**config.mk**
```make
export PLATFORM = sky130hd
export DESIGN_NAME = api_tx_frame_builder_unit
export DESIGN_NICKNAME = d
export VERILOG_FILES = /design/src/sv/atfb_pkg.sv /design/src/sv/api_tx_frame_builder_unit.sv
export SDC_FILE = /design/constraint.sdc
export NUM_CORES = 1
export LEC_CHECK = 0
export ABC_AREA = 0
export CAP_MARGIN = 10
export CORE_MARGIN = 2
export CORE_UTILIZATION = 42
export DETAILED_ROUTE_END_ITERATION = 6
export DONT_BUFFER_PORTS = 1
export SKIP_CTS_REPAIR_TIMING = 1
export SYNTH_ARGS = -nofsm -noshare
export SYNTH_HDL_FRONTEND = slang
export SYNTH_SLANG_ARGS = --single-unit
```
**constraint.sdc**
```tcl
create_clock -name i_clk -period 3.9 [get_ports i_clk]
set_input_delay 0.585 -clock i_clk [delete_from_list [all_inputs] [get_ports i_clk]]
set_output_delay 0.585 -clock i_clk [all_outputs]
set_load 0.01 [all_outputs]
```
**src/sv/atfb_pkg.sv**
```systemverilog
// ============================================================================
// atfb_pkg
// Shared types and constants for the transmit-request frame builder.
// ============================================================================
package atfb_pkg;

    typedef enum logic [1:0] {
        S_IDLE,
        S_HEAD,
        S_BODY,
        S_CSUM
    } t_state;

    localparam int CFG_IDX_W  = 3;
    localparam int CFG_DATA_W = 16;

    localparam logic [CFG_IDX_W-1:0] CFG_START_DELIM = 3'd0;
    localparam logic [CFG_IDX_W-1:0] CFG_API_ID      = 3'd1;
    localparam logic [CFG_IDX_W-1:0] CFG_FRAME_NUM   = 3'd2;
    localparam logic [CFG_IDX_W-1:0] CFG_DEST_ADDR   = 3'd3;
    localparam logic [CFG_IDX_W-1:0] CFG_OPTIONS     = 3'd4;

    localparam logic [2:0] HDR_DELIM   = 3'd0;
    localparam logic [2:0] HDR_LEN_HI  = 3'd1;
    localparam logic [2:0] HDR_LEN_LO  = 3'd2;
    localparam logic [2:0] HDR_API_ID  = 3'd3;
    localparam logic [2:0] HDR_FRAME   = 3'd4;
    localparam logic [2:0] HDR_DEST_HI = 3'd5;
    localparam logic [2:0] HDR_DEST_LO = 3'd6;
    localparam logic [2:0] HDR_OPTIONS = 3'd7;

    localparam logic [7:0] LEN_HI_BYTE  = 8'h00;
    localparam logic [7:0] LEN_OVERHEAD = 8'd5;
    localparam logic [7:0] CSUM_BASE    = 8'hFF;

    localparam logic [7:0] RST_START_DELIM = 8'h7E;
    localparam logic [7:0] RST_API_ID      = 8'h01;
    localparam logic [7:0] RST_FRAME_NUM   = 8'h00;
    localparam logic [15:0] RST_DEST_ADDR  = 16'hFFFF;
    localparam logic [7:0] RST_OPTIONS     = 8'h00;

endpackage

```
**src/sv/api_tx_frame_builder_unit.sv**
```systemverilog
// Start: the end-marked byte moves the state to the header state; the first frame
//   byte is then registered into the output register once that register is free.
// Throughput: one payload byte per cycle into the buffer while idle; a frame of N
//   payload bytes (N + 9 output bytes) has a gap before the payload and one before
//   the checksum. No input is accepted meanwhile.
// Reset: synchronous, active low; clears state, count, sum, drop flag, output valid.
// ============================================================================
// api_tx_frame_builder_unit
// Buffers message bytes and emits a transmit-request frame with an additive
// checksum when the end-of-message byte arrives.
// ============================================================================
module api_tx_frame_builder_unit
    import atfb_pkg::*;
#(
    parameter int MAX_PAYLOAD = 48
) (
    input  logic                  i_clk,
    input  logic                  i_rst_n,
    input  logic                  i_cfg_valid,
    output logic                  o_cfg_ready,
    input  logic [CFG_IDX_W-1:0]  i_cfg_index,
    input  logic [CFG_DATA_W-1:0] i_cfg_data,
    input  logic                  i_in_valid,
    output logic                  o_in_ready,
    input  logic [7:0]            i_data_byte,
    input  logic                  i_end_of_message,
    output logic                  o_out_valid,
    input  logic                  i_out_ready,
    output logic [7:0]            o_frame_byte,
    output logic                  o_frame_end,
    output logic                  o_overflow
);

    localparam int CNT_W  = $clog2(MAX_PAYLOAD + 1);
    localparam int ADDR_W = (MAX_PAYLOAD > 1) ? $clog2(MAX_PAYLOAD) : 1;
    localparam logic [CNT_W-1:0] CNT_MAX = CNT_W'(MAX_PAYLOAD);

    logic [7:0]  r_mem [MAX_PAYLOAD];
    logic [7:0]  r_mem_q;

    t_state      r_state, n_state;
    logic [CNT_W-1:0] r_count, n_count;
    logic [CNT_W-1:0] r_rd_idx, n_rd_idx;
    logic [7:0]  r_sum, n_sum;
    logic        r_drop, n_drop;
    logic [2:0]  r_hdr_idx, n_hdr_idx;
    logic        r_q_valid, n_q_valid;

    logic [7:0]  r_start_delim, r_api_id, r_frame_num, r_options;
    logic [15:0] r_dest_addr;

    logic        r_out_valid;
    logic [7:0]  r_out_byte;
    logic        r_out_end;
    logic        r_out_ovf;

    logic        w_load;
    logic        w_in_fire;
    logic        w_push;
    logic [7:0]  w_push_byte;
    logic        w_push_end;
    logic        w_rd_en;
    logic        w_consume;
    logic        w_body_done;
    logic [7:0]  w_hdr_byte;
    logic [7:0]  w_frame_sum;

    assign w_load      = !r_out_valid || i_out_ready;
    assign o_in_ready  = (r_state == S_IDLE);
    assign o_cfg_ready = 1'b1;
    assign w_in_fire   = i_in_valid && o_in_ready;

    assign w_frame_sum = r_sum + r_api_id + r_frame_num + r_dest_addr[15:8]
                       + r_dest_addr[7:0] + r_options;
    assign w_body_done = (r_rd_idx == r_count) && !r_q_valid;

    always_comb begin
        unique case (r_hdr_idx)
            HDR_DELIM:   w_hdr_byte = r_start_delim;
            HDR_LEN_HI:  w_hdr_byte = LEN_HI_BYTE;
            HDR_LEN_LO:  w_hdr_byte = 8'(r_count) + LEN_OVERHEAD;
            HDR_API_ID:  w_hdr_byte = r_api_id;
            HDR_FRAME:   w_hdr_byte = r_frame_num;
            HDR_DEST_HI: w_hdr_byte = r_dest_addr[15:8];
            HDR_DEST_LO: w_hdr_byte = r_dest_addr[7:0];
            HDR_OPTIONS: w_hdr_byte = r_options;
            default:     w_hdr_byte = r_start_delim;
        endcase
    end

    // next state
    always_comb begin
        n_state = r_state;
        unique case (r_state)
            S_IDLE: begin
                if (w_in_fire && i_end_of_message) n_state = S_HEAD;
            end
            S_HEAD: begin
                if (w_load && r_hdr_idx == HDR_OPTIONS) n_state = S_BODY;
            end
            S_BODY: begin
                if (w_body_done) n_state = S_CSUM;
            end
            S_CSUM: begin
                if (w_load) n_state = S_IDLE;
            end
            default: n_state = S_IDLE;
        endcase
    end

    // datapath controls
    always_comb begin
        n_count     = r_count;
        n_sum       = r_sum;
        n_drop      = r_drop;
        n_hdr_idx   = r_hdr_idx;
        n_rd_idx    = r_rd_idx;
        n_q_valid   = r_q_valid;
        w_push      = 1'b0;
        w_push_byte = r_mem_q;
        w_push_end  = 1'b0;
        w_rd_en     = 1'b0;
        w_consume   = 1'b0;
        unique case (r_state)
            S_IDLE: begin
                n_hdr_idx = HDR_DELIM;
                n_rd_idx  = '0;
                n_q_valid = 1'b0;
                if (w_in_fire) begin
                    if (r_count < CNT_MAX) begin
                        n_count = r_count + 1'b1;
                        n_sum   = r_sum + i_data_byte;
                    end else begin
                        n_drop = 1'b1;
                    end
                end
            end
            S_HEAD: begin
                w_push      = w_load;
                w_push_byte = w_hdr_byte;
                if (w_load) n_hdr_idx = r_hdr_idx + 1'b1;
            end
            S_BODY: begin
                w_consume   = r_q_valid && w_load;
                w_push      = w_consume;
                w_push_byte = r_mem_q;
                w_rd_en     = (r_rd_idx != r_count) && (!r_q_valid || w_load);
                if (w_rd_en) n_rd_idx = r_rd_idx + 1'b1;
                if (w_rd_en) begin
                    n_q_valid = 1'b1;
                end else if (w_consume) begin
                    n_q_valid = 1'b0;
                end
            end
            S_CSUM: begin
                w_push      = w_load;
                w_push_byte = CSUM_BASE - w_frame_sum;
                w_push_end  = 1'b1;
                if (w_load) begin
                    n_count = '0;
                    n_sum   = '0;
                    n_drop  = 1'b0;
                end
            end
            default: begin
                n_q_valid = 1'b0;
            end
        endcase
    end

    always_ff @(posedge i_clk) begin
        if (!i_rst_n) begin
            r_state     <= S_IDLE;
            r_count     <= '0;
            r_sum       <= '0;
            r_drop      <= 1'b0;
            r_hdr_idx   <= HDR_DELIM;
            r_rd_idx    <= '0;
            r_q_valid   <= 1'b0;
            r_out_valid <= 1'b0;
        end else begin
            r_state   <= n_state;
            r_count   <= n_count;
            r_sum     <= n_sum;
            r_drop    <= n_drop;
            r_hdr_idx <= n_hdr_idx;
            r_rd_idx  <= n_rd_idx;
            r_q_valid <= n_q_valid;
            if (w_push) begin
                r_out_valid <= 1'b1;
            end else if (i_out_ready) begin
                r_out_valid <= 1'b0;
            end
        end
    end

    always_ff @(posedge i_clk) begin
        if (w_push) begin
            r_out_byte <= w_push_byte;
            r_out_end  <= w_push_end;
            r_out_ovf  <= r_drop;
        end
    end

    // payload buffer
    always_ff @(posedge i_clk) begin
        if (w_in_fire && r_count < CNT_MAX) begin
            r_mem[r_count[ADDR_W-1:0]] <= i_data_byte;
        end
        if (w_rd_en) begin
            r_mem_q <= r_mem[r_rd_idx[ADDR_W-1:0]];
        end
    end

    always_ff @(posedge i_clk) begin
        if (!i_rst_n) begin
            r_start_delim <= RST_START_DELIM;
            r_api_id      <= RST_API_ID;
            r_frame_num   <= RST_FRAME_NUM;
            r_dest_addr   <= RST_DEST_ADDR;
            r_options     <= RST_OPTIONS;
        end else if (i_cfg_valid && o_cfg_ready) begin
            unique case (i_cfg_index)
                CFG_START_DELIM: r_start_delim <= i_cfg_data[7:0];
                CFG_API_ID:      r_api_id      <= i_cfg_data[7:0];
                CFG_FRAME_NUM:   r_frame_num   <= i_cfg_data[7:0];
                CFG_DEST_ADDR:   r_dest_addr   <= i_cfg_data;
                CFG_OPTIONS:     r_options     <= i_cfg_data[7:0];
                default: ;
            endcase
        end
    end

    assign o_out_valid  = r_out_valid;
    assign o_frame_byte = r_out_byte;
    assign o_frame_end  = r_out_end;
    assign o_overflow   = r_out_ovf;

endmodule

```
Yosys cells after proc, flatten, opt, wreduce, memory -nomap -nowiden
Memories as Yosys holds them, arrays and structs flattened. A register that Yosys moved wholly into a read port is not among the register bits.
Cells that the tools add are included.
- multiplexer cells: 33
- equal/unequal tests: 26
- reductions and logical operators: 30
- order comparisons: 1
- add/sub/neg operators: 11
- operators by type and width (kind ; count):
    8-bit one-hot mux with 8 select lines ; 1
    8-bit adder ; 6
    8-bit one-hot mux with 2 select lines ; 2
    6-bit two-way mux ; 4
    8-bit two-way mux ; 3
    6-bit one-hot mux with 2 select lines ; 2
    2-bit AND reduction ; 8
    3-bit == test, second input constant ; 5
    6-bit by 1-bit adder with 6-bit output, second input constant ; 2
    3-bit by 2-bit == test with 1-bit output, second input constant ; 4
    2-bit != test, second input constant ; 6
    4-bit AND reduction ; 3
    1-bit two-way mux ; 11
    2-bit two-way mux ; 4
    2-bit one-hot mux with 4 select lines ; 1
    2-bit nonzero test ; 4
    8-bit subtractor, first input constant ; 1
    6-bit by 3-bit adder with 7-bit output, second input constant ; 1
    1-bit logical AND ; 7
    3-bit by 1-bit == test with 1-bit output, second input constant ; 2
    6-bit == test ; 1
    3-bit logical NOT ; 2
    6-bit < comparator, second input constant ; 1
    2-bit by 1-bit != test with 1-bit output, second input constant ; 3
    12 further kinds ; 17
- RAM bits: 384
- flip-flop bits (word level): 86
- word-level logic and storage cells: 118
- output and inout port bits: 13
- memories kept: 1
- memories (memory ; words ; bits a word ; read ports ; clocked after Yosys merged registers in ; write ports ; RTL line ; RTL):
    r_mem ; 48 ; 8 ; 1 ; 1 ; 1 ; api_tx_frame_builder_unit.sv:38 ; logic [7:0] r_mem [MAX_PAYLOAD];

Longest topological paths before layout
- depth after elaboration: 7
- gate-level depth with buffers: 13
- mapped depth without buffers: 13

Least setup slack after synthesis
No wires, ideal clock.
- kind: reg-to-reg
- start point: register r_sum[1]
- end point: register r_out_byte[7] (netlist: o_frame_byte[7]) (data pin)
- path buffers: 0
- arrival: 3.405 ns
- slack: 0.230 ns
- period minus slack after synthesis: 3.670 ns
- stages on the path, launching flop included: 14
- setup time: 0.264 ns
- cells stage by stage: dfxtp_1 fa_1 inv_1 fa_1 inv_1 fa_1 inv_1 ha_1 nor2b_1 a221oi_1 a21oi_1 a311o_1 xnor2_1 o21ai_0
- word-level cells in the longest chain between the ends: 7
- RTL lines (item ; RTL line ; RTL):
    from (decl) ; api_tx_frame_builder_unit.sv:44 ; logic [7:0] r_sum, n_sum;
    from (signal assigned) ; api_tx_frame_builder_unit.sv:184 ; r_sum <= n_sum;
    8-bit adder (3 in a row) ; api_tx_frame_builder_unit.sv:73 ; assign w_frame_sum = r_sum + r_api_id + r_frame_num + r_dest_addr[15:8]
    8-bit adder (2 in a row) ; api_tx_frame_builder_unit.sv:74 ; + r_dest_addr[7:0] + r_options;
    8-bit subtractor ; api_tx_frame_builder_unit.sv:157 ; w_push_byte = CSUM_BASE - w_frame_sum;
    8-bit one-hot mux with 2 select lines ; api_tx_frame_builder_unit.sv:124 ; unique case (r_state)
    net w_push_byte[7] ; api_tx_frame_builder_unit.sv:60 ; logic [7:0] w_push_byte;
    to (signal assigned) ; api_tx_frame_builder_unit.sv:199 ; r_out_byte <= w_push_byte;
    to (decl) ; api_tx_frame_builder_unit.sv:53 ; logic [7:0] r_out_byte;
The timed path passes the listed nets, and every way through them passes these cells.
A chain may end at the register's enable or synchronous reset.

Worst setup path after layout
Ends and elaborated chain as after synthesis.

==> run metrics <==
Reg clk slew, reported paths=0.06 ns; Setup CP Type=flop to flop; Fmax achieved=0.266 GHz; leakage=7.53 nW; CP max stage delay=0.54 ns; total gr overflow=0; pre-CTS setup slack=0.0589 ns; largest net degree at the start of global routing=62; top post-synthesis cells by area=edfxtp_1, mux4_2, dfxtp_1; run status=complete, no violations; most common cell in the synthesized netlist=edfxtp_1; Synthesis Warnings=0; Final Hold Fails=0; Synth Flop Type=edfxtp_1; Crit path depth=13; GPL Wtd Cong=0.860; Die Span X=225 um; clock buffer count from CTS=50; Tcrit/Tclk final=0.966; top post-synthesis cells by count=edfxtp_1, nand2_1, mux4_2; clock buffer depth=3; Core Rows=80; syn_nets=1,358; Cell variety after synth=57; clock sinks=478; GRT met2 Usage=0.295; Final Max Slew Viols=0; Fin Hold WS=0.0690 ns; worst endpoint data arrival time=4.10 ns; aggregate global-route resource usage=0.193; Max-slew headroom=0.323; Avg Cell Area, Syn=16.1 um2; hold_sp=i_rst_n; cell count after synthesis=1,271; post-synth top area share=0.591; crit path from=r_sum[1]$_SDFFE_PN0P_; Synth-to-Final Area Change=13.6%; worst skew pair latency=0.61 ns; final wirelength=47.8 mm; worst reg2reg startpoint=r_sum[1]$_SDFFE_PN0P_; flop-to-flop setup slack=0.13 ns; worst reg2reg path endpoint=o_frame_byte[7]$_DFFE_PP_; area leader, netlist=edfxtp_1; cells along the critical path=fa_1 -> inv_1 -> fa_1 -> inv_1 -> fa_1 -> inv_1 -> ha_4 -> nor2b_1 -> a221oi_2 -> a21oi_2 -> a311o_1 -> xnor2_1 -> o21ai_0; Worst Setup End Kind=flop; Initial Util=0.427; Final Setup Violations=0; Startpoint Class=flop; Worst Path Max Fanout=2; CTS H-Tree Depth=2; Seq cells post-synth=478; number of routed nets with antenna violations=0; TritonCTS clock tree=yes; drt first pass iters=5; GR Util met3=0.0315; Worst VDD drop=0.000370 V; DR vias/cell=5.65; Critical Path Sink=o_frame_byte[7]$_DFFE_PP_; die area=0.0504 mm2; Layout Skew=0.0289 ns; vias in the first global route=11,200; Top Usage Layer GRT=met2; Layout Cells excl Fill=1,963; Max-Cap Viols=0; worst reg2reg path depth=13; ratio of cells with drive above 1 in the final layout=0.199; cell total after placement=1,869; GRT met1 Usage=0.284; Req. time, crit path=4.23 ns; Buffers & Inverters on Critical Path=3; DR WL/cell=24.4 um; Post-synth EDFFs=402; final net count=1,394; ys async rst share=0; Via Count=11,100; CP max stage cell=fa_1; post-synthesis sequential area ratio=0.665; Vert. Die Dim=225 um; Worst Setup Slack, final=0.134 ns; initial antenna violation count=0; first-pass GRT wire length=71.5 mm; DP HPWL=29.6 mm; io pins=46; violation count after the first detailed-route iteration=1,235; Core Footprint=0.0478 mm2; Mapped Area=0.0204 mm2; Crit path max-delay family=adder cells; slew at the pin closest to its max-slew limit=1.02 ns; Post-route DRC=0; fin crit period=3.77 ns; number of fill cells=3,975; worst min path class=input pin to flop; # port buffers=0; P per Cell Area=573 mW/mm2; Root Driver=clkbuf_16
## layout by cell type, fill, tap and decap left out, types with 25 or more instances in the layout
cell type,synthesis,final
fa_1,27,27
inv_1,61,61
nand2_1,123,123
a21oi_1,38,37
nor2_1,87,87
ha_1,27,26
buf_4,9,50
mux4_2,120,120
clkbuf_16,0,51
nand3_1,30,30
nor2b_1,25,25
edfxtp_1,402,402
dfxtp_1,76,73
## cells by family after synthesis
family	count (synthesis)	share of synthesized area
adders and majority gates	54	0.0430
xor gates and xnor gates	32	0.0137
and+or+nand+nor	298	0.0645
DFF	478	0.665
AOI/OAI and AO/OA	146	0.0494
muxes	131	0.138
buffers and inverters	131	0.0264
other	1	0.000184
## final cells by class
| type | count | area (um2) | area share |
|---|---|---|---|
| diodes | 1 | 2.50 | 0.000108 |
| clock buffers | 57 | 1310 | 0.0564 |
| clock inverters | 35 | 541 | 0.0233 |
| inverters | 62 | 233 | 0.0100 |
| multi-input cells | 662 | 6320 | 0.272 |
| flip-flops and latches | 478 | 13600 | 0.586 |
| well taps | 615 | 769 | 0.0331 |
| repair buffers | 53 | 435 | 0.0188 |
## registers in the layout, summed over array words and instances, names as in the netlist
name / cells
r_count: 6
o_overflow: 1
r_api_id: 8
o_frame_byte: 8
r_rd_idx: 6
r_mem_q: 8
r_options: 8
r_hdr_idx: 3
r_drop: 1
r_dest_addr: 16
r_sum: 8
r_state: 2
o_frame_end: 1
r_mem: 384
r_frame_num: 8
o_out_valid: 1
r_q_valid: 1
r_start_delim: 8
## where the power goes
| part | internal [mW] | total [mW] | leakage, nW | switching (mW) |
|---|---|---|---|---|
| registers | 5.70 | 5.81 | 4.24 | 0.109 |
| clock network | 3.23 | 5.26 | 0.890 | 2.03 |
| logic | 0.941 | 2.23 | 2.40 | 1.29 |
## per-layer routing
layer | share of wire | up-vias
met5 | 0 | -
met3 | 0.060 | 74
met4 | 0.026 | 0
met1 | 0.45 | 5749
met2 | 0.47 | 339
li1 | - | 4933
## through the flow
stage	TNS (ns)	utilization	power [mW]	area [um2]
after floorplan	0	-	7.48	20400
final	0	0.485	13.3	23200
after global placement	0	0.446	8.03	21300
after global routing	-0.00425	0.485	13.8	23200
after CTS	0	0.485	13.3	23200
after detailed placement	0	0.446	8.06	21300
## worst min-delay path by stage
stage,end,slack (ns),depth (start not counted)
final,r_dest_addr[15]$_SDFFE_PN1P_,0.07,1
after global routing,r_dest_addr[15]$_SDFFE_PN1P_,0.05,1
after CTS,r_dest_addr[15]$_SDFFE_PN1P_,0.03,1
after detailed placement,r_start_delim[1]$_SDFFE_PN1P_,0.46,2
after global placement,r_start_delim[5]$_SDFFE_PN1P_,0.45,2
after floorplan,o_overflow$_DFFE_PP_,0.43,0
(Power assumes the default switching activity.)
